===== config.mk =====
export PLATFORM = sky130hd
export DESIGN_NAME = ilha_ctrl
export DESIGN_NICKNAME = d
export VERILOG_FILES = /design/src/hw/rtl/assert_macros.svh /design/src/hw/rtl/ilha_pkg.sv /design/src/hw/rtl/ilha_ctrl.sv
export SDC_FILE = /design/constraint.sdc
export NUM_CORES = 1
export LEC_CHECK = 0
export BUFFER_PORTS_ARGS = -buffer_cell sky130_fd_sc_hd__buf_2
export CAP_MARGIN = 20
export CORE_MARGIN = 5
export CORE_UTILIZATION = 48
export CTS_CLUSTER_SIZE = 30
export DETAILED_ROUTE_END_ITERATION = 16
export PLACE_DENSITY = 0.77
export SLEW_MARGIN = 10
export SYNTH_ARGS = -nofsm -noshare
export SYNTH_HDL_FRONTEND = slang
export SYNTH_SLANG_ARGS = --single-unit

===== constraint.sdc =====
create_clock -name clock -period 10.9 [get_ports clock]
set_input_delay 0.545 -clock clock [delete_from_list [all_inputs] [get_ports clock]]
set_output_delay 0.545 -clock clock [all_outputs]
set_load 0.02 [all_outputs]

===== src/hw/rtl/assert_macros.svh =====
// Assertion macros used by implicit_list_heap_allocator.
`ifndef ASSERT_MACROS_SVH
`define ASSERT_MACROS_SVH

// Implication checked on every rising clock edge, off while reset is high.
`define ASSERT_CLK(label, clk, rst, prop, msg) \
   label: assert property (@(posedge clk) disable iff (rst) prop) else $error(msg);

// Implication checked on every rising clock edge, reset included.
`define ASSERT_ALWAYS(label, clk, prop, msg) \
   label: assert property (@(posedge clk) prop) else $error(msg);

`endif


===== src/hw/rtl/ilha_pkg.sv =====
`timescale 1ns / 1ps

package ilha_pkg;

   // Heap geometry.
   localparam int HEAP_WORDS = 512;
   localparam int ADDR_W     = $clog2(HEAP_WORDS);
   localparam int LEN_W      = ADDR_W + 1;
   localparam int HDR_W      = ADDR_W + 2;
   localparam int NEXT_W     = HDR_W + 1;

   // Header word written at position zero when the heap is formatted.
   localparam logic [HDR_W-1:0] HDR_RESET = HDR_W'(HEAP_WORDS);

   // Command codes.
   typedef enum logic {
      CMD_ALLOC = 1'b0,
      CMD_FREE  = 1'b1
   } cmd_type;

   // Result status codes.
   typedef enum logic [1:0] {
      ST_OK      = 2'd0,
      ST_NOFIT   = 2'd1,
      ST_BADLEN  = 2'd2,
      ST_BADADDR = 2'd3
   } status_type;

   // Access request from the sequencer to the header memory.
   typedef struct packed {
      logic              rd_en;
      logic [ADDR_W-1:0] rd_addr;
      logic              wr_en;
      logic [ADDR_W-1:0] wr_addr;
      logic [HDR_W-1:0]  wr_data;
   } mem_req_type;

endpackage


===== src/hw/rtl/ilha_ctrl.sv =====
`timescale 1ns / 1ps

module ilha_ctrl
   import ilha_pkg::*;
(
   input  logic              clock,
   input  logic              reset,
   input  logic              start,
   output logic              busy,
   input  logic              req_command,
   input  logic [LEN_W-1:0]  req_request_length,
   input  logic [ADDR_W-1:0] req_block_address,
   input  logic              req_last_block,
   output logic              rsp_strobe,
   output logic [ADDR_W-1:0] rsp_result_address,
   output logic [1:0]        rsp_status,
   output mem_req_type       mem_req,
   input  logic [HDR_W-1:0]  rd_data
);

   typedef enum logic [5:0] {
      S_INIT    = 6'b000001,
      S_IDLE    = 6'b000010,
      S_A_EVAL  = 6'b000100,
      S_A_SPLIT = 6'b001000,
      S_F_EVAL  = 6'b010000,
      S_F_MERGE = 6'b100000
   } state_type;

   state_type         state_ff, state_in;
   logic [LEN_W-1:0]  len_ff, len_in;
   logic [HDR_W-1:0]  need_ff, need_in;
   logic [ADDR_W-1:0] pos_ff, pos_in;
   logic [HDR_W-1:0]  sz_ff, sz_in;
   logic [ADDR_W-1:0] addr_ff, addr_in;
   logic              last_ff, last_in;
   logic              rsp_strobe_ff, rsp_strobe_in;
   logic [ADDR_W-1:0] rsp_addr_ff, rsp_addr_in;
   status_type        rsp_status_ff, rsp_status_in;

   logic [HDR_W-1:0]  hdr_size;
   logic [HDR_W-1:0]  room;
   logic [HDR_W-1:0]  walk_next;
   logic [HDR_W-1:0]  len_round;
   logic [NEXT_W-1:0] free_next;
   logic [HDR_W-1:0]  merge_sum;
   logic              broken;
   logic              fits;

   // Header fields of the word just read, and the walk arithmetic.
   always_comb begin
      hdr_size  = {rd_data[HDR_W-1:1], 1'b0};
      room      = HDR_W'(HEAP_WORDS) - HDR_W'(pos_ff);
      broken    = (hdr_size == '0) || (hdr_size > room);
      fits      = !rd_data[0] && (hdr_size > HDR_W'(len_ff));
      walk_next = HDR_W'(pos_ff) + hdr_size;
      len_round = HDR_W'(req_request_length) + HDR_W'(1);
      free_next = NEXT_W'(addr_ff) + NEXT_W'(hdr_size);
      merge_sum = sz_ff + rd_data;
   end

   // Sequencer: walks headers for allocate, read-modify-write for free.
   always_comb begin
      state_in      = state_ff;
      len_in        = len_ff;
      need_in       = need_ff;
      pos_in        = pos_ff;
      sz_in         = sz_ff;
      addr_in       = addr_ff;
      last_in       = last_ff;
      rsp_strobe_in = 1'b0;
      rsp_addr_in   = rsp_addr_ff;
      rsp_status_in = rsp_status_ff;
      mem_req       = '0;

      case (state_ff)
         S_INIT: begin
            // Format the heap as one free block.
            mem_req.wr_en   = 1'b1;
            mem_req.wr_addr = '0;
            mem_req.wr_data = HDR_RESET;
            state_in        = S_IDLE;
         end
         S_IDLE: begin
            if (start) begin
               len_in  = req_request_length;
               need_in = {len_round[HDR_W-1:1], 1'b0};
               addr_in = req_block_address;
               last_in = req_last_block;
               if (req_command == CMD_FREE) begin
                  mem_req.rd_en   = 1'b1;
                  mem_req.rd_addr = req_block_address;
                  state_in        = S_F_EVAL;
               end else if (req_request_length == '0) begin
                  rsp_strobe_in = 1'b1;
                  rsp_addr_in   = '0;
                  rsp_status_in = ST_BADLEN;
               end else begin
                  mem_req.rd_en   = 1'b1;
                  mem_req.rd_addr = '0;
                  pos_in          = '0;
                  state_in        = S_A_EVAL;
               end
            end
         end
         S_A_EVAL: begin
            if (broken) begin
               rsp_strobe_in = 1'b1;
               rsp_addr_in   = '0;
               rsp_status_in = ST_NOFIT;
               state_in      = S_IDLE;
            end else if (fits) begin
               // Claim the block; split off the remainder in the next cycle.
               mem_req.wr_en   = 1'b1;
               mem_req.wr_addr = pos_ff;
               mem_req.wr_data = need_ff | HDR_W'(1);
               sz_in           = hdr_size;
               if (need_ff < hdr_size) begin
                  state_in = S_A_SPLIT;
               end else begin
                  rsp_strobe_in = 1'b1;
                  rsp_addr_in   = pos_ff;
                  rsp_status_in = ST_OK;
                  state_in      = S_IDLE;
               end
            end else if (walk_next == HDR_W'(HEAP_WORDS)) begin
               rsp_strobe_in = 1'b1;
               rsp_addr_in   = '0;
               rsp_status_in = ST_NOFIT;
               state_in      = S_IDLE;
            end else begin
               // Step to the next header.
               mem_req.rd_en   = 1'b1;
               mem_req.rd_addr = walk_next[ADDR_W-1:0];
               pos_in          = walk_next[ADDR_W-1:0];
            end
         end
         S_A_SPLIT: begin
            mem_req.wr_en   = 1'b1;
            mem_req.wr_addr = pos_ff + need_ff[ADDR_W-1:0];
            mem_req.wr_data = sz_ff - need_ff;
            rsp_strobe_in   = 1'b1;
            rsp_addr_in     = pos_ff;
            rsp_status_in   = ST_OK;
            state_in        = S_IDLE;
         end
         S_F_EVAL: begin
            // Clear the allocated flag, then look at the following header.
            mem_req.wr_en   = 1'b1;
            mem_req.wr_addr = addr_ff;
            mem_req.wr_data = hdr_size;
            sz_in           = hdr_size;
            if (!last_ff && (hdr_size != '0) && (free_next < NEXT_W'(HEAP_WORDS))) begin
               mem_req.rd_en   = 1'b1;
               mem_req.rd_addr = free_next[ADDR_W-1:0];
               state_in        = S_F_MERGE;
            end else begin
               rsp_strobe_in = 1'b1;
               rsp_addr_in   = addr_ff;
               rsp_status_in = ST_OK;
               state_in      = S_IDLE;
            end
         end
         S_F_MERGE: begin
            if (!rd_data[0]) begin
               mem_req.wr_en   = 1'b1;
               mem_req.wr_addr = addr_ff;
               mem_req.wr_data = {merge_sum[HDR_W-1:1], 1'b0};
            end
            rsp_strobe_in = 1'b1;
            rsp_addr_in   = addr_ff;
            rsp_status_in = ST_OK;
            state_in      = S_IDLE;
         end
         default: begin
            state_in = S_INIT;
         end
      endcase
   end

   // Control registers.
   always_ff @(posedge clock) begin
      if (reset) begin
         state_ff      <= S_INIT;
         rsp_strobe_ff <= 1'b0;
      end else begin
         state_ff      <= state_in;
         rsp_strobe_ff <= rsp_strobe_in;
      end
   end

   // Working and result registers.
   always_ff @(posedge clock) begin
      len_ff        <= len_in;
      need_ff       <= need_in;
      pos_ff        <= pos_in;
      sz_ff         <= sz_in;
      addr_ff       <= addr_in;
      last_ff       <= last_in;
      rsp_addr_ff   <= rsp_addr_in;
      rsp_status_ff <= rsp_status_in;
   end

   assign busy               = (state_ff != S_IDLE);
   assign rsp_strobe         = rsp_strobe_ff;
   assign rsp_result_address = rsp_addr_ff;
   assign rsp_status         = rsp_status_ff;

endmodule


==> results.sh, run 1 <==
export IMPL_cts_setup_buffers=0
export IMPL_cts_buffers_inserted=9
export IMPL_power_frac_clock=0.352
export IMPL_slew_violations=0
export IMPL_cts_sinks=66
export IMPL_synth_edf_count=59
export IMPL_worstSkewPairLatency_ns=0.34
export IMPL_finalPower_mw=0.7447
export IMPL_syn_to_final_growth_pct=13.54
export IMPL_fin_worst_skew_ns=0.005019
export IMPL_seqPwrFrac=0.406
export IMPL_grt_use_total=0.2328
export IMPL_synthCells=586
export IMPL_start_util=0.4911
export IMPL_min_from="req_last_block"
export IMPL_syn_area_per_cell_um2=9.570
export IMPL_max_stage_delay_ns=0.77
export IMPL_root_buffer="clkbuf_16"
export IMPL_firstDrtPassIters=7
export IMPL_io_buffers=78
export IMPL_ioPinCount=79
export IMPL_clk_pin_slew_worst_paths_ns=0.05
export IMPL_h_tree_depth=3
export IMPL_ys_flop_type="edfxtp_1"
export IMPL_regArea_um2=1912
export IMPL_post_route_period_util=0.4513
export IMPL_gp_congestion=0.9629
export IMPL_critPathMaxFanout=23
export IMPL_diodes=0
export IMPL_critPathKind="flip-flop to output pin"
export IMPL_tightest_slew_ns=0.9192
export IMPL_internal_power_mw=0.5110
export IMPL_power_switching_mw=0.2336
export IMPL_r2r_start="pos_ff[2]"
export IMPL_hold_violations=0
export IMPL_top_layer="met4"
export IMPL_cp_arrival_ns=4.37
export IMPL_ys_types=61
export IMPL_ys_seq_area_frac=0.3409
export IMPL_die_x_um=118.1
export IMPL_grt_pass1_vias=5053
export IMPL_wirelength_mm=16.30
export IMPL_num_rows=39
export IMPL_die_h_um=118.1
export IMPL_max_freq_mhz=203.3
export IMPL_fillers=1039
export IMPL_drc=0
export IMPL_status="completed"
export IMPL_p_leak_nw=2.769
export IMPL_post_cts_resized=0
export IMPL_multi_input_area_um2=3423
export IMPL_ys_warn_count=0
export IMPL_netlist_area_um2=5608
export IMPL_coreArea_um2=11420
export IMPL_ys_ff_latch=66
export IMPL_routed_wl_met2_mm=7.699
export IMPL_fin_crit_ns=4.919
export IMPL_p_sw_frac=0.3138
export IMPL_rsz0062_at_grt="false"
export IMPL_dpl_hpwl_mm=12.72
export IMPL_powerDensity_nw_per_um2=117.0
export IMPL_synthesis_nets=697
export IMPL_drive_gt1_frac=0.1627
export IMPL_cts_path_max_buffers=2
export IMPL_cts_tree="yes"
export IMPL_routedLengthMet1_mm=6.701
export IMPL_worst_setup_path_end_kind="output pin"
export IMPL_layout_nets=771
export IMPL_cp_startpoint="pos_ff[2]"
export IMPL_path_cells="inv_1, ha_1, nand2_1, or3_1, ha_1, a211oi_4, nand2_2, a2111oi_4, o21a_1, and3b_1, nand2b_4, or3_1, buf_2"
export IMPL_finalSetupViolCount=0
export IMPL_cts_hold_buf=0
export IMPL_grt_max_degree=34
export IMPL_grt_pass1_wl_mm=26.26
export IMPL_via_per_inst=6.129
export IMPL_setup_tns_final_ns=0
export IMPL_avgRoutedWirePerCell_um=20.20
export IMPL_p_comb_frac=0.242
export IMPL_worstPathRequired_ns=10.36
export IMPL_die_area_um2=13950
export IMPL_antenna_found_initial=0
export IMPL_ys_async_sr_fraction=0
export IMPL_cpMaxStageDelayCell="and3b_1"
export IMPL_drtAntennaViolNets=0
export IMPL_ir_worst_vdd_mv=0.07617
export IMPL_maxCapViolCount=0
export IMPL_grt_ovfl_total=0
export IMPL_relSlewSlack=0.3872
export IMPL_hold_class="input port to flip-flop"
export IMPL_via_count=4946
export IMPL_start_kind="flip-flop"
export IMPL_drtIter0Drc=518
export IMPL_wl_met3_mm=1.222
cell families after synthesis:
group,share of synthesized area
and+or+nand+nor,0.1553
AOI/OAI and AO/OA,0.1986
adders and majority gates,0.1763
buffers and inverters,0.04908
DFF,0.3409
xor gates and xnor gates,0.07809
muxes,0.001785
through the flow:
step           hold WS [ns]  std cells  utilization  worst slack [ns]  instance area (um^2)
2_1_floorplan        0.5238        586            -             7.097                  5608
3_3_place_gp         0.5763        792       0.5348             6.451                  6107
3_5_place_dp         0.5839        792       0.5348             6.379                  6107
4_1_cts              0.3770        807       0.5576             6.005                  6367
5_1_grt              0.3785        807       0.5576             5.722                  6367
6_report             0.3790        807       0.5576             5.981                  6367
per-layer routing:
layer / track usage / vias to the layer above
li1: - / 2337
met2: 0.3808 / 221
met3: 0.04613 / 61
met4: 0.1140 / 0
met5: 0 / -
met1: 0.2922 / 2327
layout by cell type, fill, tap and decap left out, types with 7 or more instances in the layout:
master	count
o21ai_0	21
a221o_1	9
a22oi_1	12
buf_2	78
edfxtp_1	59
nand2_1	40
nor3_1	12
a21oi_1	32
nand3_1	19
a22o_1	9
xor2_1	13
or3_1	9
clkbuf_16	9
a21o_1	11
xnor2_1	37
dfxtp_1	7
inv_1	47
o211ai_1	9
nor2_1	43
ha_1	71
power groups by stage:
stage | registers (mW) | logic, mW | clock network (mW)
floorplan | 0.303 | 0.124 | 0
global route | 0.303 | 0.199 | 0.274
detailed placement | 0.307 | 0.177 | 0
finish | 0.302 | 0.180 | 0.262
CTS | 0.302 | 0.179 | 0.264
global placement | 0.307 | 0.171 | 0
state kept, by name (all words and copies together), names as in the netlist:
register,flops
addr_ff,9
last_ff,1
len_ff,10
need_ff,10
pos_ff,8
rsp_result_address,9
rsp_status,2
rsp_strobe,1
state_ff,6
sz_ff,10
synthesized netlist by cell type, types with 3 or more instances:
library cell	n	area [um^2]
o21a_1	5	37.54
nand2b_1	6	37.54
and2_1	5	31.28
nand4_1	6	37.54
nor2b_1	3	18.77
dfxtp_1	7	140.1
inv_1	47	176.4
a31oi_1	4	25.02
a221o_1	9	90.09
fa_1	5	100.1
o211ai_1	9	67.56
a22o_1	9	78.83
nor4_1	4	25.02
a22oi_1	12	90.09
or2_2	4	25.02
a211oi_1	6	45.04
xor2_1	13	113.9
edfxtp_1	59	1772
and3b_1	3	26.28
xnor2_1	37	324.1
o21ai_0	21	105.1
a21o_1	11	82.58
buf_2	3	15.01
o21ai_1	6	30.03
or3_1	9	56.30
nand3_1	19	95.09
o2111ai_1	4	35.03
and4b_1	3	30.03
nand2_1	40	150.1
and3_1	4	25.02
o21bai_1	6	45.04
clkbuf_1	11	41.29
a222oi_1	3	30.03
nor2_1	44	165.2
nand4b_1	4	35.03
buf_6	3	33.78
a21oi_1	32	160.2
nor3_1	12	60.06
ha_1	71	888.4
path summary, 6_finish.rpt:
check	endpoint	slack, ns	cells past startpoint
hold reg to reg	state_ff[0]	0.61	3
hold / removal	last_ff	0.38	1
setup / recovery	mem_req[20]	5.98	13
setup reg to reg	rsp_result_address[1]	6.54	12
cell type report:
cell class / instances / area share
clock inverter: 6 / 0.005502
inverter: 48 / 0.02830
clock buffer: 9 / 0.03537
tap: 143 / 0.02810
timing repair buffer: 81 / 0.06485
multi-input combinational: 454 / 0.5376
sequential: 66 / 0.3003
critical path: cells and delay by family (launching register included):
| kind | cells | cell delay (ns) |
|---|---|---|
| AND/OR/NAND/NOR | 6 | 1.83 |
| AO/OA/AOI/OAI | 3 | 0.74 |
| flip-flops | 1 | 0.56 |
| adder cells (fa/ha/maj) | 2 | 0.56 |
| buffers and inverters | 2 | 0.34 |
Note: power is estimated with default switching activity, not from simulation.
==> run 2: changes to the inputs <==
Clock period 10.9 ns to 4.6 ns, I/O delays scaled along.
==> run 2 against run 1 <==
Effect of this change: final cell count is 0.62% higher; sequential power is 140% higher; register-to-register slack worse by 5.9 ns; via count is 2.3% higher; first-iteration DRC count is 2.1% lower; worst hold slack worse by 0.31 ns; count of clock-buffer cells in the layout is 3 higher; core utilization is 1.1 points higher; flip-flop and latch count stayed put.
==> results.sh, run 2 (synthesized netlist as in run 1, its figures left out) <==
export IMPL_status="completed"
export IMPL_max_stage_delay_ns=0.51
export IMPL_cts_sinks=66
export IMPL_ff2ff_path_depth=11
export IMPL_cts_path_max_buffers=2
export IMPL_finalPower_mw=1.968
export IMPL_fillers=1024
export IMPL_r2r_start="pos_ff[5]"
export IMPL_cts_hold_buf=0
export IMPL_holdWs_ns=0.07202
export IMPL_via_count=5060
export IMPL_finalSetupViolCount=0
export IMPL_syn_to_final_growth_pct=15.77
export IMPL_tightest_slew_ns=0.9497
export IMPL_r2r_slack_ns=0.68
export IMPL_coreArea_um2=11420
export IMPL_slew_violations=0
export IMPL_hold_violations=0
export IMPL_cts_buffers_inserted=9
export IMPL_final_cell_mix="buf_2 (78), ha_1 (71), edfxtp_1 (59), inv_1 (47), nor2_1 (43)"
export IMPL_die_area_um2=13950
export IMPL_worstPathRequired_ns=4.37
export IMPL_fin_worst_skew_ns=0.005735
export IMPL_grt_pass1_vias=5136
export IMPL_critPathMaxFanout=11
export IMPL_grt_ovfl_total=0
export IMPL_grt_max_degree=33
export IMPL_p_leak_nw=2.828
export IMPL_antenna_found_initial=0
export IMPL_powerDensity_nw_per_um2=303.1
export IMPL_mostFrequentLayoutCell="buf_2"
export IMPL_via_per_inst=6.232
export IMPL_max_freq_mhz=236.5
export IMPL_avgRoutedWirePerCell_um=20.59
export IMPL_drive_gt1_frac=0.1704
export IMPL_dpl_hpwl_mm=13.03
export IMPL_drtAntennaViolNets=0
export IMPL_cp_startpoint="pos_ff[5]"
export IMPL_cp_arrival_ns=4.00
export IMPL_worst_setup_path_end_kind="output pin"
export IMPL_drtIter0Drc=507
export IMPL_wirelength_mm=16.72
export IMPL_clk_pin_slew_worst_paths_ns=0.06
export IMPL_start_kind="flip-flop"
export IMPL_relSlewSlack=0.3669
export IMPL_maxCapViolCount=0
export IMPL_firstDrtPassIters=8
export IMPL_rsz0062_at_grt="false"
export IMPL_ir_worst_vdd_mv=0.1970
export IMPL_num_rows=39
export IMPL_cpMaxStageDelayCell="edfxtp_1"
export IMPL_io_buffers=78
export IMPL_worstSkewPairLatency_ns=0.34
export IMPL_top_regs="len_ff (10), need_ff (10), sz_ff (10)"
export IMPL_cts_tree="yes"
export IMPL_start_util=0.4911
export IMPL_h_tree_depth=3
export IMPL_grt_pass1_wl_mm=26.63
export IMPL_ioPinCount=79
export IMPL_die_x_um=118.1
export IMPL_post_route_period_util=0.9191
export IMPL_gp_congestion=0.9544
export IMPL_drc=0
export IMPL_root_buffer="clkbuf_16"
export IMPL_diodes=0
export IMPL_fin_crit_ns=4.228
export IMPL_grt_use_total=0.2370
export IMPL_layout_nets=775
export IMPL_setup_tns_final_ns=0
export IMPL_critPathKind="flip-flop to output pin"
export IMPL_hold_class="input port to flip-flop"
export IMPL_crit_end="mem_req[23]"
export IMPL_timing_rr_end="rsp_result_address[0]"
export IMPL_die_h_um=118.1
export IMPL_path_cells="nor4_1, nand2_1, or3_1, ha_1, a211oi_4, nand2_2, a2111oi_4, o21ai_1, or3_1, a31o_1, o21ai_1, buf_2"
-- run 2: how the worst min path moves through the flow --
stage	from	to	slack, ns	cells after the start
global placement	req_last_block	last_ff	0.41	1
finish	req_last_block	last_ff	0.07	1
floorplan	reset	state_ff[2]	0.29	1
detailed placement	req_last_block	last_ff	0.42	1
CTS	req_last_block	last_ff	0.07	1
global route	req_last_block	last_ff	0.06	1
-- run 2: where the power goes --
part | leakage [nW] | total, mW | switching [mW] | internal [mW]
registers | 0.601 | 0.718 | 0.0315 | 0.687
logic | 2.06 | 0.432 | 0.264 | 0.169
clock network | 0.169 | 0.817 | 0.258 | 0.559
total | 2.83 | 1.97 | 0.553 | 1.41
-- run 2: critical path: cells and delay by family, from the launching register on --
kind	cells	cell delay (ns)
compound gates	5	1.27
simple gates	5	1.32
buf+inv	1	0.21
fa+ha+maj	1	0.34
flops	1	0.51
-- run 2: layer usage --
layer | track usage | routed length (um)
met5 | 0 | 0
met4 | 0.09319 | 553
met3 | 0.05766 | 1707
met2 | 0.3942 | 8071
met1 | 0.2946 | 6382
-- run 2: what timing repair did --
item / 4_1_cts / 5_1_grt
endpoints found under the setup margin: 0 / 2
buffers inserted: 0 / 0
gates resized for setup: 0 / 1
-- run 2: per-stage QoR --
stage | instances | util | instance area [um^2] | setup WS (ns)
floorplan | 586 | - | 5608 | 0.8853
global placement | 796 | 0.5375 | 6137 | 0.7127
detailed placement | 796 | 0.5375 | 6137 | 0.5833
CTS | 812 | 0.5685 | 6491 | 0.2428
global route | 812 | 0.5686 | 6492 | 0.1440
finish | 812 | 0.5686 | 6492 | 0.3722
-- run 2: final cells by class --
class / instances / area (um^2) / area share
clock buffers: 12 / 256.5 / 0.03951
clock inverters: 4 / 97.59 / 0.01503
inverters: 48 / 180.2 / 0.02775
multi-input cells: 454 / 3425 / 0.5275
flip-flops and latches: 66 / 1912 / 0.2945
well taps: 143 / 178.9 / 0.02756
repair buffers: 85 / 442.9 / 0.06822
